$ cat config.mk
export PLATFORM = sky130hd
export DESIGN_NAME = point_in_polygon_test_core
export DESIGN_NICKNAME = d
export VERILOG_FILES = /design/src/rtl/pipt_pkg.sv /design/src/rtl/point_in_polygon_test_core.sv /design/src/rtl/pipt_ram.sv /design/src/rtl/pipt_mul.sv
export SDC_FILE = /design/constraint.sdc
export NUM_CORES = 2
export LEC_CHECK = 0
export ABC_AREA = 1
export BUFFER_PORTS_ARGS = -buffer_cell sky130_fd_sc_hd__buf_2
export CAP_MARGIN = 15
export CORE_MARGIN = 2
export CORE_UTILIZATION = 50
export DETAILED_ROUTE_END_ITERATION = 10
export HOLD_SLACK_MARGIN = 0.08
export MAX_ROUTING_LAYER = met4
export PLACE_DENSITY = 0.66
export SYNTH_ARGS = -nofsm -noshare
export SYNTH_HDL_FRONTEND = slang
export SYNTH_SLANG_ARGS = --single-unit
$ cat constraint.sdc
create_clock -name clk -period 8.6 [get_ports clk]
set_input_delay 0.86 -clock clk [delete_from_list [all_inputs] [get_ports clk]]
set_output_delay 0.86 -clock clk [all_outputs]
set_load 0.05 [all_outputs]
$ cat src/rtl/pipt_pkg.sv
`timescale 1ns / 1ps

package pipt_pkg;

  // Operation codes carried in the input tuser bit.
  localparam logic OP_LOAD  = 1'b0;
  localparam logic OP_QUERY = 1'b1;

  // Widths of the fixed fields.
  localparam int INDEX_W = 5;
  localparam int COUNT_W = 6;
  localparam int CFG_W   = 8;
  localparam int OUT_W   = 8;

  // Query sequencer states.
  typedef enum logic [2:0] {
    S_IDLE,
    S_FETCH,
    S_MUL_A,
    S_MUL_B,
    S_DRAIN,
    S_DONE
  } state_t;

  // Per-cycle datapath controls decoded from the sequencer state.
  typedef struct packed {
    logic rd_next;    // present the next edge address to the store
    logic mul_sel_b;  // multiplier takes the second product of the edge
    logic cmp_en;     // product register holds a finished comparison
    logic flag_en;    // capture straddle and side flags of the edge
  } ctl_t;

endpackage

$ cat src/rtl/point_in_polygon_test_core.sv
`timescale 1ns / 1ps
// A query walking n = min(edge_count, MAX_EDGES) edges steps through S_FETCH, then S_MUL_A
// and S_MUL_B for each edge, S_DRAIN and S_DONE (S_DONE at once when n is 0); out_tvalid
// rises when S_DONE finds the output free, and no new beat is taken before that. The single
// shared multiplier forms two cross products per edge; loads are taken back to back while idle.
// Reset (rst_n low, synchronous): sequencer idle, edge_count 0, output empty.
// The edge store is not cleared; a slot must be loaded before a query reads it.
module point_in_polygon_test_core #(
  parameter int MAX_EDGES  = 32,
  parameter int COORD_BITS = 16
) (
  input  logic clk,
  input  logic rst_n,
  // Configuration: edge_count in bits [5:0].
  input  logic                         cfg_tvalid,
  output logic                         cfg_tready,
  input  logic [pipt_pkg::CFG_W-1:0]   cfg_tdata,
  // tdata from bit 0: edge_index, start_x, start_y, end_x, end_y, point_x, point_y, zero pad.
  input  logic                         in_tvalid,
  output logic                         in_tready,
  input  logic [((pipt_pkg::INDEX_W + 6*COORD_BITS + 7) / 8) * 8 - 1:0] in_tdata,
  // tuser: operation.
  input  logic                         in_tuser,
  // tdata from bit 0: inside_res, crossing_count, zero pad.
  output logic                         out_tvalid,
  input  logic                         out_tready,
  output logic [pipt_pkg::OUT_W-1:0]   out_tdata
);

  import pipt_pkg::*;

  localparam int CB  = COORD_BITS;
  localparam int DW  = CB + 1;
  localparam int AW  = $clog2(MAX_EDGES);
  localparam int NW  = $clog2(MAX_EDGES + 1);
  localparam int MW  = (NW > COUNT_W) ? NW : COUNT_W;
  localparam int EW  = 4 * CB;

  state_t state_r, state_nxt;
  ctl_t   ctl;

  logic [COUNT_W-1:0]  edge_count_r;
  logic signed [CB-1:0] px_r, py_r;
  logic [AW-1:0]       idx_r, last_r;
  logic [COUNT_W-1:0]  count_r;
  logic                straddle_r, trivial_r, dy_pos_r;
  logic signed [2*DW-1:0] a_r;
  logic signed [2*DW-1:0] prod;
  logic                out_valid_r;
  logic [OUT_W-1:0]    out_data_r;

  logic                in_acc, is_query, load_ok, out_free;
  logic [MW-1:0]       walk_len;
  logic [AW-1:0]       rd_addr, wr_addr;
  logic [EW-1:0]       wr_data, rd_data;
  logic signed [CB-1:0] sx, sy, ex, ey;
  logic signed [DW-1:0] mul_a, mul_b;
  logic                straddle, trivial, crossed;

  // Input beat decode.
  assign in_acc   = in_tvalid && in_tready;
  assign is_query = (in_tuser == OP_QUERY);
  assign load_ok  = int'(in_tdata[INDEX_W-1:0]) < MAX_EDGES;
  assign wr_addr  = AW'(in_tdata[INDEX_W-1:0]);
  assign wr_data  = in_tdata[INDEX_W +: EW];
  assign out_free = !out_valid_r || out_tready;

  // Number of edges a query walks.
  assign walk_len = (MW'(edge_count_r) < MW'(MAX_EDGES)) ? MW'(edge_count_r)
                                                         : MW'(MAX_EDGES);

  // Edge store.
  assign rd_addr = ctl.rd_next ? idx_r + AW'(1) : idx_r;

  pipt_ram #(
    .WIDTH (EW),
    .DEPTH (MAX_EDGES)
  ) u_store (
    .clk       (clk),
    .wr_en     (in_acc && !is_query && load_ok),
    .wr_addr   (wr_addr),
    .wr_data   (wr_data),
    .rd_addr   (rd_addr),
    .rd_data_r (rd_data)
  );

  assign sx = rd_data[0*CB +: CB];
  assign sy = rd_data[1*CB +: CB];
  assign ex = rd_data[2*CB +: CB];
  assign ey = rd_data[3*CB +: CB];

  // Edge classification against the query point.
  assign straddle = (sy >= py_r && ey < py_r) || (sy < py_r && ey >= py_r);
  assign trivial  = (sx >= px_r) && (ex >= px_r);

  // Operand select for the shared multiplier: first (py-sy)*(ex-sx), then (px-sx)*dy.
  always_comb begin
    if (ctl.mul_sel_b) begin
      mul_a = DW'(px_r) - DW'(sx);
      mul_b = DW'(ey) - DW'(sy);
    end else begin
      mul_a = DW'(py_r) - DW'(sy);
      mul_b = DW'(ex) - DW'(sx);
    end
  end

  pipt_mul #(
    .W (DW)
  ) u_mul (
    .clk    (clk),
    .op_a   (mul_a),
    .op_b   (mul_b),
    .prod_r (prod)
  );

  // Crossing decision for the edge whose products are now complete.
  assign crossed = straddle_r &&
                   (trivial_r || (dy_pos_r ? (a_r >= prod) : (a_r <= prod)));

  // Next state.
  always_comb begin
    state_nxt = state_r;
    case (state_r)
      S_IDLE: begin
        if (in_acc && is_query) begin
          state_nxt = (walk_len == '0) ? S_DONE : S_FETCH;
        end
      end
      S_FETCH: state_nxt = S_MUL_A;
      S_MUL_A: state_nxt = S_MUL_B;
      S_MUL_B: state_nxt = (idx_r == last_r) ? S_DRAIN : S_MUL_A;
      S_DRAIN: state_nxt = S_DONE;
      S_DONE: begin
        if (out_free) begin
          state_nxt = S_IDLE;
        end
      end
      default: state_nxt = S_IDLE;
    endcase
  end

  // Datapath controls per state.
  always_comb begin
    ctl = '0;
    case (state_r)
      S_MUL_A: ctl.cmp_en = 1'b1;
      S_MUL_B: begin
        ctl.rd_next   = 1'b1;
        ctl.mul_sel_b = 1'b1;
        ctl.flag_en   = 1'b1;
      end
      S_DRAIN: ctl.cmp_en = 1'b1;
      default: ctl = '0;
    endcase
  end

  // Control registers.
  always_ff @(posedge clk) begin
    if (!rst_n) begin
      state_r      <= S_IDLE;
      edge_count_r <= '0;
      out_valid_r  <= 1'b0;
    end else begin
      state_r <= state_nxt;
      if (cfg_tvalid && cfg_tready) begin
        edge_count_r <= cfg_tdata[COUNT_W-1:0];
      end
      if (state_r == S_DONE && out_free) begin
        out_valid_r <= 1'b1;
      end else if (out_tready) begin
        out_valid_r <= 1'b0;
      end
    end
  end

  // Query walk registers.
  always_ff @(posedge clk) begin
    if (in_acc && is_query) begin
      px_r       <= $signed(in_tdata[INDEX_W + 4*CB +: CB]);
      py_r       <= $signed(in_tdata[INDEX_W + 5*CB +: CB]);
      last_r     <= AW'(walk_len - MW'(1));
      idx_r      <= '0;
      count_r    <= '0;
      straddle_r <= 1'b0;
    end else begin
      if (ctl.rd_next) begin
        idx_r <= idx_r + AW'(1);
      end
      if (ctl.cmp_en && crossed) begin
        count_r <= count_r + COUNT_W'(1);
      end
      if (ctl.flag_en) begin
        straddle_r <= straddle;
        trivial_r  <= trivial;
        dy_pos_r   <= (ey > sy);
        a_r        <= prod;
      end
    end
  end

  // Result register; the count wraps at 64 but keeps the parity of the full count.
  always_ff @(posedge clk) begin
    if (state_r == S_DONE && out_free) begin
      out_data_r <= {1'b0, count_r, count_r[0]};
    end
  end

  assign cfg_tready = 1'b1;
  assign in_tready  = (state_r == S_IDLE);
  assign out_tvalid = out_valid_r;
  assign out_tdata  = out_data_r;

`ifndef SYNTHESIS
  // A query that walks edges always starts with a store fetch.
  a_query_fetch: assert property (@(posedge clk) disable iff (!rst_n)
    (in_tvalid && in_tready && in_tuser == OP_QUERY && walk_len != '0)
    |=> state_r == S_FETCH)
    else $error("query did not start its edge walk");

  // The walk never runs past the last edge of the query.
  a_idx_bound: assert property (@(posedge clk) disable iff (!rst_n)
    (state_r == S_MUL_A || state_r == S_MUL_B) |-> idx_r <= last_r)
    else $error("edge index ran past the walk length");

  // A result appears only out of the finishing state.
  a_out_source: assert property (@(posedge clk) disable iff (!rst_n)
    $rose(out_valid_r) |-> $past(state_r == S_DONE))
    else $error("result raised outside the finishing state");
`endif

endmodule

$ cat src/rtl/pipt_ram.sv
`timescale 1ns / 1ps

module pipt_ram #(
  parameter int WIDTH = 64,
  parameter int DEPTH = 32
) (
  input  logic                     clk,
  input  logic                     wr_en,
  input  logic [$clog2(DEPTH)-1:0] wr_addr,
  input  logic [WIDTH-1:0]         wr_data,
  input  logic [$clog2(DEPTH)-1:0] rd_addr,
  output logic [WIDTH-1:0]         rd_data_r
);

  logic [WIDTH-1:0] mem [DEPTH];

  // Single write port, registered read port.
  always_ff @(posedge clk) begin
    if (wr_en) begin
      mem[wr_addr] <= wr_data;
    end
    rd_data_r <= mem[rd_addr];
  end

endmodule

$ cat src/rtl/pipt_mul.sv
`timescale 1ns / 1ps

module pipt_mul #(
  parameter int W = 17
) (
  input  logic                  clk,
  input  logic signed [W-1:0]   op_a,
  input  logic signed [W-1:0]   op_b,
  output logic signed [2*W-1:0] prod_r
);

  // Shared signed multiplier with its product registered.
  always_ff @(posedge clk) begin
    prod_r <= op_a * op_b;
  end

endmodule

After elaboration in Yosys (flattened, before gate mapping). Memory sizes are Yosys's and may differ from the RTL's. A register that Yosys moved wholly into a read port is not among the register bits. Index checks and enable logic that the tools add are counted.

Register bits after elaboration: 136. Latch bits: 0. RAM bits: 2048. Bits in read-only memories: 0. Input bits: 118. Memories kept: 1.

Memories: u_store.mem (words 32, width 64, read ports 1, clocked after Yosys merged registers in 1, wr ports 1, RTL line pipt_ram.sv:15) `logic [WIDTH-1:0] mem [DEPTH];`.

Add/subtract/negate cells: 7. Multipliers: 1. Divide/modulo/power cells: 0. Order comparisons: 10. Equality and inequality tests: 8. Shift operators: 0. Multiplexer cells: 17. Bitwise gates (word level): 1. Reductions and logical operators: 20.

Operators with widths (number): subtractor 16 x 16 -> 17 bit (4); greater-or-equal comparator 16 bit (4); greater-or-equal comparator 34 bit (1); <= comparator 34 bit (1); multiplier 17 x 17 -> 34 bit (1); two-way mux 17 bit (2); < comparator 16 bit (2); case mux 3 bit (6 select lines) (1); > comparator 16 bit (1); two-way mux 3 bit (4); logical AND 1 bit (9); two-way mux 1 bit (7); adder 6 x 1 -> 6 bit, second input constant (1); equality test 3 x 2 -> 1 bit, second input constant (2); equality test 3 bit, second input constant (2); logical NOT 6 bit (1); < comparator 6 bit, second input constant (1); two-way mux 6 bit (1); adder 5 x 1 -> 5 bit, second input constant (1); equality test 5 bit (1); two-way mux 5 bit (1); subtractor 5 x 1 -> 5 bit, second input constant (1); AND reduction 2 bit (2); equality test 3 x 1 -> 1 bit, second input constant (1); other kinds (9) (12).

Logic depth before layout (Yosys ltp).
Word-level depth: 6. Gate-level depth with buffers: 40.

Hierarchy. Synthesis repeated with hierarchy kept, for this count alone.

Cells, all modules: 9590. Area, all modules: 104559.0 um^2.

By module, submodules not included: pipt_ram (times used 1, cells an instance 6768, area each 82990.8 um^2, seq. area each 62780.2 um^2); pipt_mul (times used 1, cells an instance 1693, area each 12777.3 um^2, seq. area each 680.7 um^2); point_in_polygon_test_core (times used 1, cells an instance 1129, area each 8790.9 um^2, seq. area each 2812.7 um^2).

Worst setup path before layout. OpenSTA, ideal clock, no wires.

Path type: reg-to-reg. Start point: register py_r[0]. End point: register u_mul.prod_r[30]. Setup time: 0.072 ns. Arrival: 6.798 ns. Required time: 8.528 ns. Slack: 1.730 ns. Stages on the path, launching flop included: 36. Path buffers: 1. Cells stage by stage: edfxtp_1 -> inv_1 -> ha_1 -> inv_1 -> fa_1 -> nand3_1 -> nand2_1 -> nand2_1 -> nand2_1 -> a21oi_1 -> o21ai_0 -> nand2_1 -> nand3_1 -> nand2_1 -> buf_2 -> nor2_1 -> fa_1 -> inv_1 -> fa_1 -> inv_1 -> fa_1 -> fa_1 -> fa_1 -> inv_1 -> fa_1 -> inv_1 -> ha_1 -> nand2_1 -> nor3_1 -> nand3_1 -> nand3_1 -> nand2_1 -> nand2_1 -> nand2_1 -> nand2_1 -> xor2_1.

Longest elaborated chain between the ends: 3.

Ends and longest elaborated chain: from (decl) (RTL line point_in_polygon_test_core.sv:43) `logic signed [CB-1:0] px_r, py_r;`; from (signal assigned) (RTL line point_in_polygon_test_core.sv:180) `py_r <= $signed(in_tdata[INDEX_W + 5*CB +: CB]);`; subtractor 16 x 16 -> 17 bit (RTL line point_in_polygon_test_core.sv:102) `mul_a = DW'(py_r) - DW'(sy);`; two-way mux 17 bit (RTL line point_in_polygon_test_core.sv:98) `if (ctl.mul_sel_b) begin`; multiplier 17 x 17 -> 34 bit (RTL line pipt_mul.sv:14) `prod_r <= op_a * op_b;`; to (signal assigned) (RTL line pipt_mul.sv:14); to (decl) (RTL line pipt_mul.sv:9) `output logic signed [2*W-1:0] prod_r`.

No other way between the ends. A chain may end at the register's enable or synchronous reset.

Worst setup path after layout. Same ends and word-level chain as after synthesis.

==> impl_metrics.env <==
export IMPL_cts_root_buf="clkbuf_16"
export IMPL_drc=0
export IMPL_setup_tns_final_ps=0
export IMPL_crit_path_start="py_r[0]"
export IMPL_io_buffers=121
export IMPL_hold_slack_ps=209
export IMPL_hold_viol=0
export IMPL_hold_path_class="input pin to register"
export IMPL_critPathSlowestCell="fa_1"
export IMPL_fin_worst_skew_ps=72.7
export IMPL_final_period_utilization_pct=93.1
export IMPL_cts_sinks=2247
export IMPL_grt_first_pass_wirelength_um=427000
export IMPL_fillers=16600
export IMPL_finish_utilization_pct=55.7
export IMPL_drive_gt1_share_pct=7.24
export IMPL_worst_slew_pin_slew_ps=1250
export IMPL_cpPeakStageDelay_ps=750
export IMPL_grt_usage_pct=28.7
export IMPL_cts_tree="yes"
export IMPL_grt_ovfl_total=0
export IMPL_cap_violations=0
export IMPL_yosys_cell_types_count=51
export IMPL_ys_warnings_count=0
export IMPL_synth_seq_cells=2247
export IMPL_layout_commonest_cell="edfxtp_1"
export IMPL_syn_inst=8677
export IMPL_syn_area_um2=102000
export IMPL_async_flop_share_pct=0
export IMPL_io_pins=129
export IMPL_multi_input_area_um2=31400
export IMPL_crit_type="register to register"
export IMPL_yosysSeqAreaShare_pct=65.1
export IMPL_cts_resized=0
export IMPL_htreeDepth=4
export IMPL_dieArea_um2=207000
export IMPL_area_growth_pct=10.7
export IMPL_synth_avg_cell_area_um2=11.7
export IMPL_cts_made_buffers=218
export IMPL_cp_end_kind="register"
export IMPL_clk_latency_ps=870
export IMPL_drtIter0Drc=8926
export IMPL_final_cell_mix="edfxtp_1 (2127), nor2_1 (1287), nand2_1 (1054), o21ai_0 (1001), inv_1 (610)"
export IMPL_startpoint_type="register"
export IMPL_slew_violations=0
export IMPL_antenna_found_initial=36
export IMPL_synth_edf_count=2127
export IMPL_crit_fanout=9
export IMPL_firstDrtPassIters=6
export IMPL_crit_arrival_ps=8740
export IMPL_rsz0062_at_grt="false"
export IMPL_core_um2=202000
export IMPL_antenna_left=0
export IMPL_grt_max_degree=199
export IMPL_routedWlPerCell_um=25.2
export IMPL_fp_row_count=165
export IMPL_ff_latch_area_um2=66300
export IMPL_cp_required_ps=9330
export IMPL_vias_per_cell=5.92
export IMPL_setup_viol=0
export IMPL_start_util_pct=50.3
export IMPL_nNetsFinal=9330
export IMPL_ctsHoldBuffers=0
export IMPL_min_period_ps=8010
export IMPL_outcome="complete, no violations"
export IMPL_post_cts_buffers=0
export IMPL_fin_area_um2=113000
export IMPL_chipHeight_um=455
export IMPL_dr_total_vias=68600
export IMPL_die_w_um=455
export IMPL_synth_ff_type="edfxtp_1"
export IMPL_dpl_instance_area_um2=105000
export IMPL_clock_path_buffers=3
export IMPL_cpMostUsedCell="nand2_1"
export IMPL_drt_total_wl_um=292000
export IMPL_place_hpwl_um=163000
export IMPL_slew_headroom_pct=16.4
export IMPL_cts_clk_slew_worst_paths_ps=60
export IMPL_fmax_mhz=125
export IMPL_syn_num_nets=9315
export IMPL_hp_start="in_tdata[79]"
export IMPL_grt_pass1_vias=65800
export IMPL_r2r_start="py_r[0]"
export IMPL_place_congestion=0.950
kinds of logic (layout without fill, tap and decap cells):
group	Yosys count	count (layout)	share of synthesized area, %
and+or+nand+nor	2917	2917	11.5
adders and majority gates	520	520	8.62
buffers and inverters	1098	1307	4.33
xor gates and xnor gates	75	75	0.646
DFF	2247	2247	65.1
AOI/OAI and AO/OA	1818	1818	9.74
other	2	35	0.00738
worst max-delay path: cells and delay by family (launching register included):
| kind | cells | cell delay, ps |
|---|---|---|
| buffers and inverters | 6 | 450 |
| xor gates and xnor gates | 1 | 140 |
| and+or+nand+nor | 16 | 2220 |
| AOI/OAI and AO/OA | 2 | 500 |
| DFF | 1 | 400 |
| adders and majority gates | 9 | 4210 |
metal layers:
metal | vias up | routed length, um | GRT usage (%)
met5 | - | 0 | -
met4 | 0 | 11900 | 11.5
met3 | 576 | 25300 | 4.56
met2 | 3258 | 137000 | 44.5
met1 | 34100 | 118000 | 38.2
li1 | 30700 | - | -
cell usage after synthesis, types with 3 or more instances:
| library cell | instances | area (um^2) |
|---|---|---|
| a21o_1 | 8 | 60.1 |
| a21oi_1 | 148 | 741 |
| a31oi_1 | 5 | 31.3 |
| buf_1 | 21 | 78.8 |
| buf_2 | 139 | 696 |
| buf_4 | 8 | 60.1 |
| buf_6 | 8 | 90.1 |
| clkbuf_1 | 284 | 1070 |
| clkbuf_2 | 10 | 50.1 |
| clkinv_1 | 9 | 33.8 |
| dfxtp_1 | 120 | 2400 |
| edfxtp_1 | 2127 | 63900 |
| fa_1 | 301 | 6030 |
| ha_1 | 219 | 2740 |
| inv_1 | 613 | 2300 |
| inv_2 | 4 | 15.0 |
| nand2_1 | 1054 | 3960 |
| nand2_2 | 4 | 25.0 |
| nand3_1 | 477 | 2390 |
| nand3b_1 | 5 | 37.5 |
| nand4_1 | 24 | 150 |
| nor2_1 | 1319 | 4950 |
| nor3_1 | 19 | 95.1 |
| nor4_1 | 5 | 31.3 |
| o211ai_1 | 6 | 45.0 |
| o21a_1 | 4 | 30.0 |
| o21ai_0 | 1001 | 5010 |
| o21ai_1 | 103 | 515 |
| o21ai_2 | 4 | 35.0 |
| o21bai_1 | 13 | 97.6 |
| o221ai_1 | 3 | 26.3 |
| o22ai_1 | 512 | 3200 |
| or2_2 | 5 | 31.3 |
| xnor2_1 | 25 | 219 |
| xor2_1 | 50 | 438 |
path summary, 6_finish.rpt:
check                           slack, ps               end  cells past startpoint
worst max-delay path                  590  u_mul.prod_r[30]                     34
worst min-delay path                  210          px_r[10]                      1
worst max register to register        590  u_mul.prod_r[30]                     34
worst min register to register        430           a_r[29]                      0
stage by stage:
stage               instances  setup slack (ps)
floorplan                8677              1730
global placement        11100               570
detailed placement      11100               469
CTS                     11600               471
global route            11600              27.3
finish                  11600               592
cell type report:
| type | count | area share, % |
|---|---|---|
| clock inverters | 127 | 1.17 |
| multi-input cells | 5332 | 27.9 |
| diodes | 33 | 0.0734 |
| flip-flops and latches | 2247 | 58.9 |
| repair buffers | 265 | 1.69 |
| inverters | 628 | 2.15 |
| clock buffers | 287 | 5.21 |
| well taps | 2672 | 2.97 |
sequential cells by signal, indices dropped and copies added (netlist names):
name / count
u_store.rd_data_r: 64
count_r: 6
state_r: 3
px_r: 16
trivial_r: 1
edge_count_r: 6
out_tdata: 6
dy_pos_r: 1
last_r: 5
u_store.mem: 2048
u_mul.prod_r: 34
py_r: 16
idx_r: 5
a_r: 34
straddle_r: 1
out_tvalid: 1
Power is left out: the tool's default activity adds up to more than one toggle a clock period on the data nets, which glitch-free logic cannot reach.
